`src/hw/rtl/adlm_pkg.sv`:
```
// Shared types and constants for the angle delta to level median unit.
// No dependencies; imported by every module of the block.
package adlm_pkg;

    // Field widths
    localparam int ANGLE_W = 13;
    localparam int DELTA_W = 14;
    localparam int ACC_W   = 16;
    localparam int SUM_W   = 17;
    localparam int SPAN_W  = 11;
    localparam int LEVEL_W = 14;
    localparam int DEG_W   = 12;
    localparam int MAG_W   = 11;
    localparam int PROD_W  = MAG_W + LEVEL_W;
    localparam int SLV_W   = PROD_W + 2;
    localparam int DCNT_W  = $clog2(PROD_W);

    // Median window
    localparam int MEDIAN_TAPS = 9;
    localparam int TAP_W       = $clog2(MEDIAN_TAPS);
    localparam int CNT_W       = $clog2(MEDIAN_TAPS + 1);
    localparam int MEDIAN_MID  = MEDIAN_TAPS / 2;

    // Arithmetic constants
    localparam int PITCH_LIMIT = 480;
    localparam int SIDE_LIMIT  = 1600;
    localparam int ACC_LOW     = -80;
    localparam int ACC_HIGH    = 32767;
    localparam int SPAN_MARGIN = 5;

    // Configuration
    localparam int PADDR_W      = 3;
    localparam int PDATA_W      = 32;
    localparam int SPAN_RESET   = 127;
    localparam int MAPTOP_RESET = 127;

    typedef enum logic [1:0] {
        MODE_PROCESS = 2'd0,
        MODE_TRACK   = 2'd1,
        MODE_ROTATE  = 2'd2,
        MODE_NONE    = 2'd3
    } mode_t;

    typedef enum logic [1:0] {
        AXIS_PITCH = 2'd0,
        AXIS_YAW   = 2'd1,
        AXIS_ROLL  = 2'd2,
        AXIS_SPARE = 2'd3
    } axis_t;

    typedef enum logic {
        REG_SPAN   = 1'b0,
        REG_MAPTOP = 1'b1
    } reg_idx_t;

    // Controller to datapath
    typedef struct packed {
        logic load;
        logic mul;
        logic div_step;
        logic lvl;
        logic med_step;
        logic out_load;
    } cmd_t;

    // Datapath to controller
    typedef struct packed {
        logic is_process;
        logic div_last;
        logic med_found;
        logic out_free;
    } status_t;

endpackage

```
`src/hw/rtl/adlm_ctrl.sv`:
```
// Sequencing state machine of the angle delta to level median unit.
// Depends on adlm_pkg; drives the datapath through cmd_t, reads status_t.
module adlm_ctrl
    import adlm_pkg::*;
(
    input  logic    aclk,
    input  logic    aresetn,
    input  logic    s_valid,
    output logic    s_ready,
    input  status_t status,
    output cmd_t    cmd
);

    typedef enum logic [5:0] {
        ST_IDLE = 6'b000001,
        ST_MUL  = 6'b000010,
        ST_DIV  = 6'b000100,
        ST_LVL  = 6'b001000,
        ST_MED  = 6'b010000,
        ST_DONE = 6'b100000
    } state_t;

    state_t state_reg, state_next;

    assign s_ready = (state_reg == ST_IDLE);

    // Next state and commands
    always_comb begin
        state_next = state_reg;
        cmd        = '0;
        case (state_reg)
            ST_IDLE: begin
                if (s_valid) begin
                    cmd.load = 1'b1;
                    if (status.is_process) state_next = ST_MUL;
                end
            end
            ST_MUL: begin
                cmd.mul    = 1'b1;
                state_next = ST_DIV;
            end
            ST_DIV: begin
                cmd.div_step = 1'b1;
                if (status.div_last) state_next = ST_LVL;
            end
            ST_LVL: begin
                cmd.lvl    = 1'b1;
                state_next = ST_MED;
            end
            ST_MED: begin
                cmd.med_step = 1'b1;
                if (status.med_found) state_next = ST_DONE;
            end
            ST_DONE: begin
                if (status.out_free) begin
                    cmd.out_load = 1'b1;
                    state_next   = ST_IDLE;
                end
            end
            default: state_next = ST_IDLE;
        endcase
    end

    always_ff @(posedge aclk) begin
        if (!aresetn) state_reg <= ST_IDLE;
        else          state_reg <= state_next;
    end

endmodule

```
`src/hw/rtl/adlm_datapath.sv`:
```
// Datapath: axis state, accumulators, multiplier, restoring divider,
// median history and output register. Depends on adlm_pkg.
module adlm_datapath
    import adlm_pkg::*;
(
    input  logic                      aclk,
    input  logic                      aresetn,
    input  logic [1:0]                s_mode,
    input  logic signed [ANGLE_W-1:0] s_pitch_angle,
    input  logic signed [ANGLE_W-1:0] s_yaw_angle,
    input  logic signed [ANGLE_W-1:0] s_roll_angle,
    output logic                      m_valid,
    input  logic                      m_ready,
    output logic [LEVEL_W-1:0]        m_level,
    input  logic [SPAN_W-1:0]         span,
    input  logic [LEVEL_W-1:0]        map_top,
    input  cmd_t                      cmd,
    output status_t                   status
);

    axis_t axis_reg;
    logic signed [ANGLE_W-1:0] last_reg [3];
    logic signed [ACC_W-1:0]   acc_reg  [3];

    logic signed [DEG_W-1:0]   x_reg;
    logic [SPAN_W-1:0]         div_reg;
    logic                      pitch_reg;
    logic                      neg_reg;
    logic [LEVEL_W-1:0]        top_reg;
    logic [PROD_W-1:0]         quo_reg;
    logic [SPAN_W-1:0]         rem_reg;
    logic [DCNT_W-1:0]         dcnt_reg;

    logic [LEVEL_W-1:0]        hist_reg [MEDIAN_TAPS];
    logic [TAP_W-1:0]          pos_reg;
    logic [TAP_W-1:0]          idx_reg;
    logic [LEVEL_W-1:0]        med_reg;
    logic                      m_valid_reg;
    logic [LEVEL_W-1:0]        m_level_reg;

    // Axis selection; the spare code behaves as pitch
    logic [1:0] sel;
    logic       is_pitch;
    always_comb begin
        case (axis_reg)
            AXIS_YAW:  sel = 2'd1;
            AXIS_ROLL: sel = 2'd2;
            default:   sel = 2'd0;
        endcase
    end
    assign is_pitch = (sel == 2'd0);

    logic signed [ANGLE_W-1:0] angle;
    always_comb begin
        case (sel)
            2'd1:    angle = s_yaw_angle;
            2'd2:    angle = s_roll_angle;
            default: angle = s_pitch_angle;
        endcase
    end

    // Delta, jump rejection and accumulator clamp
    logic signed [DELTA_W-1:0] delta_raw, delta, limit;
    logic [SPAN_W-1:0]         div_sel;
    logic [ACC_W:0]            hi_raw;
    logic signed [SUM_W-1:0]   hi, sum, acc_new17;
    logic signed [ACC_W-1:0]   acc_new;
    logic signed [ACC_W-1:0]   acc_round;
    always_comb begin
        delta_raw = DELTA_W'(angle) - DELTA_W'(last_reg[sel]);
        limit     = is_pitch ? DELTA_W'(PITCH_LIMIT) : DELTA_W'(SIDE_LIMIT);
        delta     = (delta_raw <= -limit || delta_raw >= limit) ? '0 : delta_raw;
        div_sel   = is_pitch ? (span >> 1) : span;
        hi_raw    = (ACC_W+1)'((ACC_W+1)'(div_sel) + (ACC_W+1)'(SPAN_MARGIN)) << 4;
        hi        = (hi_raw > (ACC_W+1)'(ACC_HIGH)) ? SUM_W'(ACC_HIGH)
                                                    : SUM_W'(signed'({1'b0, hi_raw}));
        sum       = SUM_W'(acc_reg[sel]) + SUM_W'(delta);
        if (sum < SUM_W'(ACC_LOW))  acc_new17 = SUM_W'(ACC_LOW);
        else if (sum > hi)          acc_new17 = hi;
        else                        acc_new17 = sum;
        acc_new   = acc_new17[ACC_W-1:0];
        // Truncate toward zero on the divide by 16
        acc_round = acc_new + (acc_new[ACC_W-1] ? ACC_W'(15) : ACC_W'(0));
    end

    // Item load and per-mode state updates
    always_ff @(posedge aclk) begin
        if (!aresetn) begin
            axis_reg <= AXIS_PITCH;
            for (int i = 0; i < 3; i++) begin
                last_reg[i] <= '0;
                acc_reg[i]  <= '0;
            end
        end else if (cmd.load) begin
            case (mode_t'(s_mode))
                MODE_PROCESS: begin
                    acc_reg[sel]  <= acc_new;
                    last_reg[sel] <= angle;
                end
                MODE_TRACK: begin
                    last_reg[0] <= s_pitch_angle;
                    last_reg[1] <= s_yaw_angle;
                    last_reg[2] <= s_roll_angle;
                end
                MODE_ROTATE: begin
                    case (axis_reg)
                        AXIS_PITCH: axis_reg <= AXIS_YAW;
                        AXIS_YAW:   axis_reg <= AXIS_ROLL;
                        default:    axis_reg <= AXIS_PITCH;
                    endcase
                end
                default: ;
            endcase
        end
    end

    // Operand capture
    always_ff @(posedge aclk) begin
        if (cmd.load) begin
            x_reg     <= DEG_W'(acc_round >>> 4);
            div_reg   <= (div_sel == '0) ? SPAN_W'(1) : div_sel;
            pitch_reg <= is_pitch;
            top_reg   <= map_top;
        end
    end

    // Magnitude product, then restoring division one bit a cycle
    logic [MAG_W-1:0]  x_mag;
    logic [SPAN_W:0]   trial;
    assign x_mag = x_reg[DEG_W-1] ? MAG_W'(-x_reg) : MAG_W'(x_reg);
    assign trial = {rem_reg, quo_reg[PROD_W-1]} - {1'b0, div_reg};

    always_ff @(posedge aclk) begin
        if (cmd.mul) begin
            quo_reg  <= PROD_W'(x_mag * top_reg);
            neg_reg  <= x_reg[DEG_W-1];
            rem_reg  <= '0;
            dcnt_reg <= '0;
        end else if (cmd.div_step) begin
            if (!trial[SPAN_W]) begin
                rem_reg <= trial[SPAN_W-1:0];
                quo_reg <= {quo_reg[PROD_W-2:0], 1'b1};
            end else begin
                rem_reg <= {rem_reg[SPAN_W-2:0], quo_reg[PROD_W-1]};
                quo_reg <= {quo_reg[PROD_W-2:0], 1'b0};
            end
            dcnt_reg <= dcnt_reg + DCNT_W'(1);
        end
    end
    assign status.div_last = (dcnt_reg == DCNT_W'(PROD_W - 1));

    // Level and clamp
    logic signed [SLV_W-1:0] sq, lv;
    logic [LEVEL_W-1:0]      lv_clamped;
    always_comb begin
        sq = neg_reg ? -SLV_W'(quo_reg) : SLV_W'(quo_reg);
        lv = pitch_reg ? (SLV_W'(top_reg) - sq) : sq;
        if (lv < 0)                       lv_clamped = '0;
        else if (lv > SLV_W'(top_reg))    lv_clamped = top_reg;
        else                              lv_clamped = lv[LEVEL_W-1:0];
    end

    // History ring, cleared at reset
    always_ff @(posedge aclk) begin
        if (!aresetn) begin
            pos_reg <= '0;
            for (int i = 0; i < MEDIAN_TAPS; i++) hist_reg[i] <= '0;
        end else if (cmd.lvl) begin
            hist_reg[pos_reg] <= lv_clamped;
            pos_reg <= (pos_reg == TAP_W'(MEDIAN_TAPS - 1)) ? '0 : pos_reg + TAP_W'(1);
        end
    end

    // Median scan: one candidate per cycle against all taps
    logic [LEVEL_W-1:0]     cand;
    logic [MEDIAN_TAPS-1:0] lt_vec, le_vec;
    logic [CNT_W-1:0]       n_lt, n_le;
    always_comb begin
        cand = hist_reg[idx_reg];
        for (int j = 0; j < MEDIAN_TAPS; j++) begin
            lt_vec[j] = hist_reg[j] <  cand;
            le_vec[j] = hist_reg[j] <= cand;
        end
        n_lt = CNT_W'($countones(lt_vec));
        n_le = CNT_W'($countones(le_vec));
    end
    assign status.med_found = (n_lt <= CNT_W'(MEDIAN_MID)) && (n_le > CNT_W'(MEDIAN_MID));

    always_ff @(posedge aclk) begin
        if (cmd.lvl) begin
            idx_reg <= '0;
        end else if (cmd.med_step) begin
            idx_reg <= idx_reg + TAP_W'(1);
            if (status.med_found) med_reg <= cand;
        end
    end

    // Output register
    assign status.out_free   = !m_valid_reg || m_ready;
    assign status.is_process = (mode_t'(s_mode) == MODE_PROCESS);
    always_ff @(posedge aclk) begin
        if (!aresetn) begin
            m_valid_reg <= 1'b0;
        end else if (cmd.out_load) begin
            m_valid_reg <= 1'b1;
        end else if (m_ready) begin
            m_valid_reg <= 1'b0;
        end
    end
    always_ff @(posedge aclk) begin
        if (cmd.out_load) m_level_reg <= med_reg;
    end
    assign m_valid = m_valid_reg;
    assign m_level = m_level_reg;

endmodule

```
`src/hw/rtl/angle_delta_to_level_median_unit.sv`:
```
// Angle delta to level with a 9-tap sliding median. A process request
// is accepted, multiplied, passed through the restoring divider
// (one quotient bit per cycle), written into the history and scanned for
// the median (one candidate per cycle), and then loaded into the output
// register. The final step waits as long as an earlier level is still
// held by a stalled output. Track, rotate and unused-mode requests give
// no result and leave the input open. A new request may be taken while
// the previous level still waits at the output. Configuration sits on an
// APB port: span at 0x0, map_top at 0x4.
module angle_delta_to_level_median_unit
    import adlm_pkg::*;
(
    input  logic                      aclk,
    input  logic                      aresetn,
    input  logic                      s_valid,
    output logic                      s_ready,
    input  logic [1:0]                s_mode,
    input  logic signed [ANGLE_W-1:0] s_pitch_angle,
    input  logic signed [ANGLE_W-1:0] s_yaw_angle,
    input  logic signed [ANGLE_W-1:0] s_roll_angle,
    output logic                      m_valid,
    input  logic                      m_ready,
    output logic [LEVEL_W-1:0]        m_level,
    input  logic                      psel,
    input  logic                      penable,
    input  logic                      pwrite,
    input  logic [PADDR_W-1:0]        paddr,
    input  logic [PDATA_W-1:0]        pwdata,
    output logic [PDATA_W-1:0]        prdata,
    output logic                      pready
);

    logic [SPAN_W-1:0]  span_reg;
    logic [LEVEL_W-1:0] map_top_reg;
    cmd_t               cmd;
    status_t            status;

    // Register file
    assign pready = 1'b1;
    always_ff @(posedge aclk) begin
        if (!aresetn) begin
            span_reg    <= SPAN_W'(SPAN_RESET);
            map_top_reg <= LEVEL_W'(MAPTOP_RESET);
        end else if (psel && penable && pwrite) begin
            case (reg_idx_t'(paddr[2]))
                REG_SPAN:   span_reg    <= pwdata[SPAN_W-1:0];
                REG_MAPTOP: map_top_reg <= pwdata[LEVEL_W-1:0];
                default: ;
            endcase
        end
    end

    always_comb begin
        case (reg_idx_t'(paddr[2]))
            REG_SPAN:   prdata = PDATA_W'(span_reg);
            REG_MAPTOP: prdata = PDATA_W'(map_top_reg);
            default:    prdata = '0;
        endcase
    end

    adlm_ctrl u_ctrl (
        .aclk    (aclk),
        .aresetn (aresetn),
        .s_valid (s_valid),
        .s_ready (s_ready),
        .status  (status),
        .cmd     (cmd)
    );

    adlm_datapath u_dp (
        .aclk          (aclk),
        .aresetn       (aresetn),
        .s_mode        (s_mode),
        .s_pitch_angle (s_pitch_angle),
        .s_yaw_angle   (s_yaw_angle),
        .s_roll_angle  (s_roll_angle),
        .m_valid       (m_valid),
        .m_ready       (m_ready),
        .m_level       (m_level),
        .span          (span_reg),
        .map_top       (map_top_reg),
        .cmd           (cmd),
        .status        (status)
    );

endmodule

```
`config.mk`:
```
export PLATFORM = sky130hd
export DESIGN_NAME = angle_delta_to_level_median_unit
export DESIGN_NICKNAME = d
export VERILOG_FILES = /design/src/hw/rtl/adlm_pkg.sv /design/src/hw/rtl/adlm_ctrl.sv /design/src/hw/rtl/adlm_datapath.sv /design/src/hw/rtl/angle_delta_to_level_median_unit.sv
export SDC_FILE = /design/constraint.sdc
export NUM_CORES = 2
export LEC_CHECK = 0
export BUFFER_PORTS_ARGS = -buffer_cell sky130_fd_sc_hd__clkbuf_2
export CELL_PAD_IN_SITES_DETAIL_PLACEMENT = 0
export CELL_PAD_IN_SITES_GLOBAL_PLACEMENT = 1
export CORE_ASPECT_RATIO = 0.5
export CORE_MARGIN = 3
export CORE_UTILIZATION = 38
export CTS_CLUSTER_DIAMETER = 200
export CTS_CLUSTER_SIZE = 24
export DETAILED_ROUTE_END_ITERATION = 10
export PLACE_DENSITY = 0.65
export SYNTH_ARGS = -nofsm -noshare
export SYNTH_HDL_FRONTEND = slang
export SYNTH_SLANG_ARGS = --single-unit
```
`constraint.sdc`:
```
create_clock -name aclk -period 11.9 [get_ports aclk]
set_clock_uncertainty 0.15 [all_clocks]
set_input_delay 1.785 -clock aclk [delete_from_list [all_inputs] [get_ports aclk]]
set_output_delay 1.785 -clock aclk [all_outputs]
set_load 0.01 [all_outputs]
```
Word level (Yosys, flattened, before mapping)
Memory sizes are Yosys's and may differ from the RTL's. A register that Yosys moved wholly into a read port is not among the register bits.
Cells that the tools add are included.
{"block": "word_totals", "mem_count": 3, "reg_bits": 150, "output_inout_bits": 49, "mem_bits_rw": 213}
{"memory": "u_dp.hist_reg", "depth": 9, "word_bits": 14, "read_ports": 10, "rd_ports_with_merged_regs": 1, "wr": 9, "line": "adlm_datapath.sv:34", "rtl": "logic [LEVEL_W-1:0] hist_reg [MEDIAN_TAPS];"}
{"memory": "u_dp.acc_reg", "depth": 3, "word_bits": 16, "read_ports": 1, "rd_ports_with_merged_regs": 0, "wr": 3, "line": "adlm_datapath.sv:23", "rtl": "logic signed [ACC_W-1:0] acc_reg [3];"}
{"memory": "u_dp.last_reg", "depth": 3, "word_bits": 13, "read_ports": 1, "rd_ports_with_merged_regs": 0, "wr": 3, "line": "adlm_datapath.sv:22", "rtl": "logic signed [ANGLE_W-1:0] last_reg [3];"}
{"block": "op_classes", "order_cmp": 27, "muxes": 63, "n_addsub": 28, "eq_ne": 19, "n_bitwise": 5, "multipliers": 1, "reduce_logical": 20}
{"operator": "14-bit less-or-equal comparator", "n": 10}
{"operator": "14-bit < comparator", "n": 9}
{"operator": "16-bit 2-to-1 mux", "n": 4}
{"operator": "32-bit case mux with 2 select lines", "n": 1}
{"operator": "14-bit 2-to-1 mux", "n": 4}
{"operator": "27-bit 2-to-1 mux", "n": 2}
{"operator": "13-bit 2-to-1 mux", "n": 4}
{"operator": "25-bit 2-to-1 mux", "n": 2}
{"operator": "11-bit 2-to-1 mux", "n": 4}
{"operator": "6-bit case mux with 6 select lines", "n": 1}
{"operator": "6-bit 2-to-1 mux", "n": 5}
{"operator": "27-bit by 14-bit greater-than comparator with 1-bit output", "n": 1}
{"operator": "27-bit by 1-bit < comparator with 1-bit output (second input constant)", "n": 1}
{"operator": "25-bit negation with 27-bit output", "n": 1}
{"operator": "14-bit by 27-bit subtractor with 27-bit output", "n": 1}
{"operator": "1-bit 2-to-1 mux", "n": 26}
{"operator": "13-bit case mux with 2 select lines", "n": 1}
{"operator": "11-bit by 14-bit multiplier with 25-bit output", "n": 1}
{"operator": "4-bit adder", "n": 6}
{"operator": "4-bit 2-to-1 mux", "n": 5}
{"operator": "16-bit by 14-bit adder with 17-bit output", "n": 1}
{"operator": "17-bit by 15-bit greater-than comparator with 1-bit output (second input constant)", "n": 1}
{"operator": "17-bit greater-than comparator", "n": 1}
{"operator": "17-bit by 8-bit < comparator with 1-bit output (second input constant)", "n": 1}
{"operator": "41 further kinds", "n": 70}

Depth between registers and ports, before layout
{"block": "logic_depth", "depth_word": 14, "mapped_depth": 59}

By module
From an unflattened synthesis, not the netlist that was laid out.
{"block": "hier_totals", "hier_cells": 3287, "area_unflattened_um2": 35813.1}
{"module": "adlm_datapath", "seq_area_each_um2": 13593.0, "area_per_inst_um2": 34097.7, "cells_each": 3108, "n_inst": 1}
{"module": "angle_delta_to_level_median_unit", "seq_area_each_um2": 500.5, "area_per_inst_um2": 1343.8, "cells_each": 137, "n_inst": 1}
{"module": "adlm_ctrl", "seq_area_each_um2": 120.1, "area_per_inst_um2": 371.6, "cells_each": 42, "n_inst": 1}

Least setup slack after synthesis
OpenSTA, ideal clock, no wires.
{"block": "synth_path", "path_type": "reg2reg", "from": "reg u_dp.axis_reg[0]", "to": "reg u_dp.x_reg[8], data pin", "path_slack_ns": 0.826, "setup_time_ns": 0.269, "synth_period_minus_slack_ns": 11.074, "t_required_ns": 11.481, "arrival_time_ns": 10.656, "stages_incl_launch_ff": 55, "path_cell_list": "dfxtp_1 -> inv_1 -> ha_1 -> buf_1 -> buf_1 -> inv_1 -> clkbuf_1 -> clkbuf_1 -> a21oi_1 -> ha_1 -> inv_1 -> fa_1 -> a21o_1 -> a21oi_1 -> o21ai_0 -> a21oi_1 -> nor2b_1 -> o21a_1 -> (+19 left out) -> ha_1 -> nand4_1 -> nor2_1 -> a211oi_1 -> a31oi_1 -> nand2_1 -> a21oi_2 -> clkbuf_1 -> nor2_1 -> o21ai_0 -> inv_1 -> ha_1 -> and3_1 -> nand4_1 -> a21oi_1 -> nand4_1 -> nor4_1 -> xnor2_1"}
{"block": "synth_between", "word_cells_on_any_way": 27, "cone_classes": "5 x add/sub; 5 x order compare; 4 x eq/ne; 9 x mux; 2 x reduce/logical; 2 x memory"}
{"item": "start: declaration", "line": "adlm_datapath.sv:21", "rtl": "axis_t axis_reg;"}
{"item": "start signal: assignment", "line": "adlm_datapath.sv:89", "rtl": "axis_reg <= AXIS_PITCH;"}
{"item": "start signal: assignment", "line": "adlm_datapath.sv:107", "rtl": "AXIS_PITCH: axis_reg <= AXIS_YAW;"}
{"item": "start signal: assignment", "line": "adlm_datapath.sv:108", "rtl": "AXIS_YAW: axis_reg <= AXIS_ROLL;"}
{"item": "2-bit == test or 2-bit by 1-bit == test with 1-bit output (tied branches)", "line": "adlm_datapath.sv:45", "rtl": "case (axis_reg)"}
{"item": "2-bit case mux with 2 select lines (*)", "line": "adlm_datapath.sv:45"}
{"item": "2-bit == test (tied with other cells)", "line": "adlm_datapath.sv:55", "rtl": "case (sel)"}
{"item": "13-bit case mux with 2 select lines or 11-bit 2-to-1 mux (tied branches)", "line": "adlm_datapath.sv:55, adlm_datapath.sv:71"}
{"item": "13-bit by 13-bit subtractor with 14-bit output or 14-bit negation (tied branches)", "line": "adlm_datapath.sv:70, adlm_datapath.sv:72"}
{"item": "14-bit less-or-equal comparator or 14-bit greater-or-equal comparator (tied branches)", "line": "adlm_datapath.sv:72", "rtl": "delta = (delta_raw <= -limit || delta_raw >= limit) ? '0 : delta_raw;"}
{"item": "1-bit logical OR", "line": "adlm_datapath.sv:72"}
{"item": "14-bit 2-to-1 mux", "line": "adlm_datapath.sv:72"}
{"item": "16-bit by 14-bit adder with 17-bit output", "line": "adlm_datapath.sv:77", "rtl": "sum = SUM_W'(acc_reg[sel]) + SUM_W'(delta);"}
{"item": "17-bit greater-than comparator", "line": "adlm_datapath.sv:79", "rtl": "else if (sum > hi) acc_new17 = hi;"}
{"item": "16-bit 2-to-1 mux", "line": "adlm_datapath.sv:79"}
{"item": "16-bit 2-to-1 mux (*)", "line": "adlm_datapath.sv:78", "rtl": "if (sum < SUM_W'(ACC_LOW)) acc_new17 = SUM_W'(ACC_LOW);"}
{"item": "net u_dp.acc_new17[1]", "line": "adlm_datapath.sv:66", "rtl": "logic signed [SUM_W-1:0] hi, sum, acc_new17;"}
{"item": "16-bit adder (*)", "line": "adlm_datapath.sv:83", "rtl": "acc_round = acc_new + (acc_new[ACC_W-1] ? ACC_W'(15) : ACC_W'(0));"}
{"item": "net u_dp.acc_round[12]", "line": "adlm_datapath.sv:68", "rtl": "logic signed [ACC_W-1:0] acc_round;"}
{"item": "end signal: assignment", "line": "adlm_datapath.sv:120", "rtl": "x_reg <= DEG_W'(acc_round >>> 4);"}
{"item": "end: declaration", "line": "adlm_datapath.sv:25", "rtl": "logic signed [DEG_W-1:0] x_reg;"}
Mark *: on every way through the listed nets, which the timed path passes. The rest lies on a longest branch.
A chain may end at the register's enable or synchronous reset.

Final worst setup path
{"block": "layout_path", "from": "in s_roll_angle[0]", "to": "reg u_dp.x_reg[11], data pin"}
{"block": "layout_between", "word_cells_on_any_way": 13, "cone_classes": "3 x add/sub; 4 x order compare; 5 x mux; 1 x reduce/logical"}
{"item": "start: declaration", "line": "angle_delta_to_level_median_unit.sv:20", "rtl": "input logic signed [ANGLE_W-1:0] s_roll_angle,"}
{"item": "13-bit case mux with 2 select lines (*)", "line": "adlm_datapath.sv:55"}
{"item": "13-bit by 13-bit subtractor with 14-bit output (*)", "line": "adlm_datapath.sv:70", "rtl": "delta_raw = DELTA_W'(angle) - DELTA_W'(last_reg[sel]);"}
{"item": "14-bit less-or-equal comparator or 14-bit greater-or-equal comparator (tied branches)", "line": "adlm_datapath.sv:72"}
{"item": "1-bit logical OR", "line": "adlm_datapath.sv:72"}
{"item": "14-bit 2-to-1 mux (*)", "line": "adlm_datapath.sv:72"}
{"item": "16-bit by 14-bit adder with 17-bit output (*)", "line": "adlm_datapath.sv:77"}
{"item": "17-bit greater-than comparator", "line": "adlm_datapath.sv:79"}
{"item": "16-bit 2-to-1 mux", "line": "adlm_datapath.sv:79"}
{"item": "16-bit 2-to-1 mux (*)", "line": "adlm_datapath.sv:78"}
{"item": "net u_dp.acc_new17[1]", "line": "adlm_datapath.sv:66"}
{"item": "16-bit adder (*)", "line": "adlm_datapath.sv:83"}
{"item": "net u_dp.acc_round[15]", "line": "adlm_datapath.sv:68"}
Marks and branches as above.

==> impl_metrics.env <==
export IMPL_status="finished, final reports clean"
export IMPL_numCtsBuffers=24
export IMPL_cp_required_ns=12.08
export IMPL_yosys_area_share_xor_xnor_pct=2.725
export IMPL_critPathArrivalTime_ns=11.27
export IMPL_drt_initial_drc_count=2100
export IMPL_max_freq_ghz=0.09018
export IMPL_cap_viol_max_count=0
export IMPL_async_flop_share_pct=0
export IMPL_grt_pass1_vias=24380
export IMPL_hold_viol_final=0
export IMPL_worstSetupStartpointType="input port"
export IMPL_ctsHoldBuffers=0
export IMPL_clkLatencyLatePin_ns=0.61
export IMPL_drive_gt1_share_pct=11.61
export IMPL_io_buffer_count=92
export IMPL_crit_path_top_delay_cell="or4_4"
export IMPL_topRoutingLayerUsed="met4"
export IMPL_htreeDepth=1
export IMPL_synth_compound_area_share_pct=10.45
export IMPL_crit_type="input port to flop"
export IMPL_cts_root_buf="clkbuf_16"
export IMPL_grt_total_usage_pct=20.63
export IMPL_synthDistinctLibCells=92
export IMPL_ios=132
export IMPL_drtPass1Iterations=5
export IMPL_cts_resized=0
export IMPL_synth_main_ff_cell="edfxtp_1"
export IMPL_post_synth_inst_count=3233
export IMPL_viasPerCell=5.494
export IMPL_routed_wl_met2_um=47390
export IMPL_route_layer_met1_wl_um=45380
export IMPL_cts_max_path_buffers=3
export IMPL_wl_per_cell_um=21.99
export IMPL_synth_seq_cells=494
export IMPL_dpl_hpwl_um=74920
export IMPL_initial_core_util_pct=38.83
export IMPL_clk_pin_slew_worst_paths_ns=0.09
export IMPL_powerDensity_nw_per_um2=289.4
export IMPL_fin_tns_setup_ns=0
export IMPL_critPathMaxStageDelay_ns=0.59
export IMPL_area_growth_pct=7.853
export IMPL_period_needed_ns=11.09
export IMPL_synthAdderAreaFrac_pct=18.15
export IMPL_mostFrequentLayoutCells="432 x edfxtp_1, 308 x ha_1, 303 x nand2_1"
export IMPL_netlist_area_um2=34720
export IMPL_drv_slew=0
export IMPL_grt_setup_unrepaired="no"
export IMPL_yosysSeqAreaShare_pct=40.94
export IMPL_cts_sinks=494
export IMPL_power_total_uw=10840
export IMPL_maxSlewHeadroom_pct=19.24
export IMPL_synth_mux_area_share_pct=7.781
export IMPL_crit_path_max_fanout=12
export IMPL_wl_met3_um=4581
export IMPL_cts_tree="built"
export IMPL_largest_reg_flops=224
export IMPL_ant_nets=0
export IMPL_synth_edf_count=432
export IMPL_vdd_drop_max_mv=0.7750
export IMPL_synth_top_family_by_area="adder cells"
export IMPL_route_detailed_drc=0
export IMPL_placementRows=77
export IMPL_synth_simple_area_share_pct=14.85
export IMPL_crit_path_end_kind="flop"
export IMPL_post_cts_setup_buffers=0
export IMPL_wirelength_um=99020
export IMPL_die_area_um2=95250
export IMPL_mostFrequentLayoutCell="edfxtp_1"
export IMPL_hold_path_class="flop to flop"
export IMPL_grt_overflow=0
export IMPL_die_x_um=433.5
export IMPL_layout_nets=3812
export IMPL_crit_family="compound AO/OA/AOI/OAI gates"
export IMPL_place_congestion=0.8883
export IMPL_grt_max_degree=53
export IMPL_grt_pass1_wl_um=150100
export IMPL_vias=24740
export IMPL_crit_buf_inv=7
export IMPL_setup_violations_final=0
export IMPL_die_h_um=219.7
export IMPL_yosys_warnings=0
export IMPL_worstMarginPinSlew_ns=1.201
export IMPL_leakage_uw=0.01509
export IMPL_post_route_period_util_pct=93.18
export IMPL_core_area_um2=89410
export IMPL_antenna_found_initial=2
export IMPL_syn_area_per_cell_um2=10.74
[final timing paths]
kind / from / endpoint / slack (ns) / cells past startpoint
worst min-delay path: u_dp.med_reg[0] / u_dp.m_level[0] / 0.28 / 0
worst min register to register: u_dp.med_reg[0] / u_dp.m_level[0] / 0.28 / 0
worst max register to register: u_dp.axis_reg[0] / u_dp.x_reg[11] / 0.97 / 50
worst max-delay path: s_roll_angle[0] / u_dp.x_reg[11] / 0.81 / 50
[synth_stat cells (all sizes together) (11+ instances only)]
cell type / instances / area (um2)
mux2i: 28 / 280.3
a21oi: 161 / 820.8
nand4: 39 / 250.2
a211oi: 19 / 142.6
nand3: 46 / 230.2
nand2b: 44 / 275.3
nor2: 237 / 889.6
mux2: 17 / 191.4
or3: 31 / 198.9
and3: 18 / 112.6
mux4: 99 / 2230
clkbuf: 106 / 397.9
a21boi: 28 / 210.2
nand3b: 12 / 93.84
o31ai: 14 / 105.1
fa: 121 / 2422
and2: 30 / 187.7
nor2b: 53 / 331.6
ha: 310 / 3879
buf: 54 / 315.3
nand2: 304 / 1141
o21ai: 169 / 853.3
or2: 12 / 75.08
xnor2: 65 / 569.3
nor4: 15 / 127.6
xor2: 43 / 376.6
dfxtp: 62 / 1241
o21a: 24 / 180.2
inv: 277 / 1040
o211ai: 12 / 90.09
a22oi: 13 / 97.59
a21o: 46 / 345.3
nor3: 163 / 930.9
edfxtp: 432 / 12970
a31oi: 11 / 83.83
[through the flow]
step	std cells	area [um2]	hold WS (ns)	setup WS (ns)	utilization (%)
CTS	4501	37410	0.2772	0.6030	41.85
floorplan	3250	34780	0.2503	0.8257	-
detailed placement	4457	36720	0.2545	0.02698	41.07
global route	4503	37440	0.2831	0.05759	41.88
global placement	4457	36720	0.2542	0.1883	41.07
finish	4503	37440	0.2758	0.8113	41.88
[routing by layer]
metal	vias up	track usage [%]
met2	579	35.05
met1	12350	29.05
met4	0	3.552
li1	11730	-
met3	83	2.026
met5	-	0
[kinds of logic after synthesis]
logic type	Yosys count
compound gates	573
mux	144
other cells	2
flops	494
xor+xnor	108
fa+ha+maj	431
simple gates	1041
buf+inv	440
[area by class of cell]
| type | count | area (um2) |
|---|---|---|
| fill | 8664 | 51960 |
| multi-input combinational | 2316 | 18850 |
| sequential | 494 | 14220 |
| tap | 1185 | 1483 |
| timing repair buffer | 182 | 1136 |
| inverter | 280 | 1055 |
| clock buffer | 42 | 668.1 |
| clock inverter | 2 | 27.53 |
| antenna | 2 | 5.005 |
[where the power goes]
part           switching [uW]  internal, uW
registers                52.1          1950
logic                    4310          3540
clock network             590           391
[worst reg2reg max path: cells and delay by family (launching register included)]
kind / cells / cell delay [ns]
compound gates: 18 / 3.73
buf+inv: 8 / 1.10
flops: 1 / 0.40
simple gates: 13 / 2.14
xor+xnor: 3 / 0.54
fa+ha+maj: 8 / 2.59
Note: power is estimated with default switching activity, not from simulation.
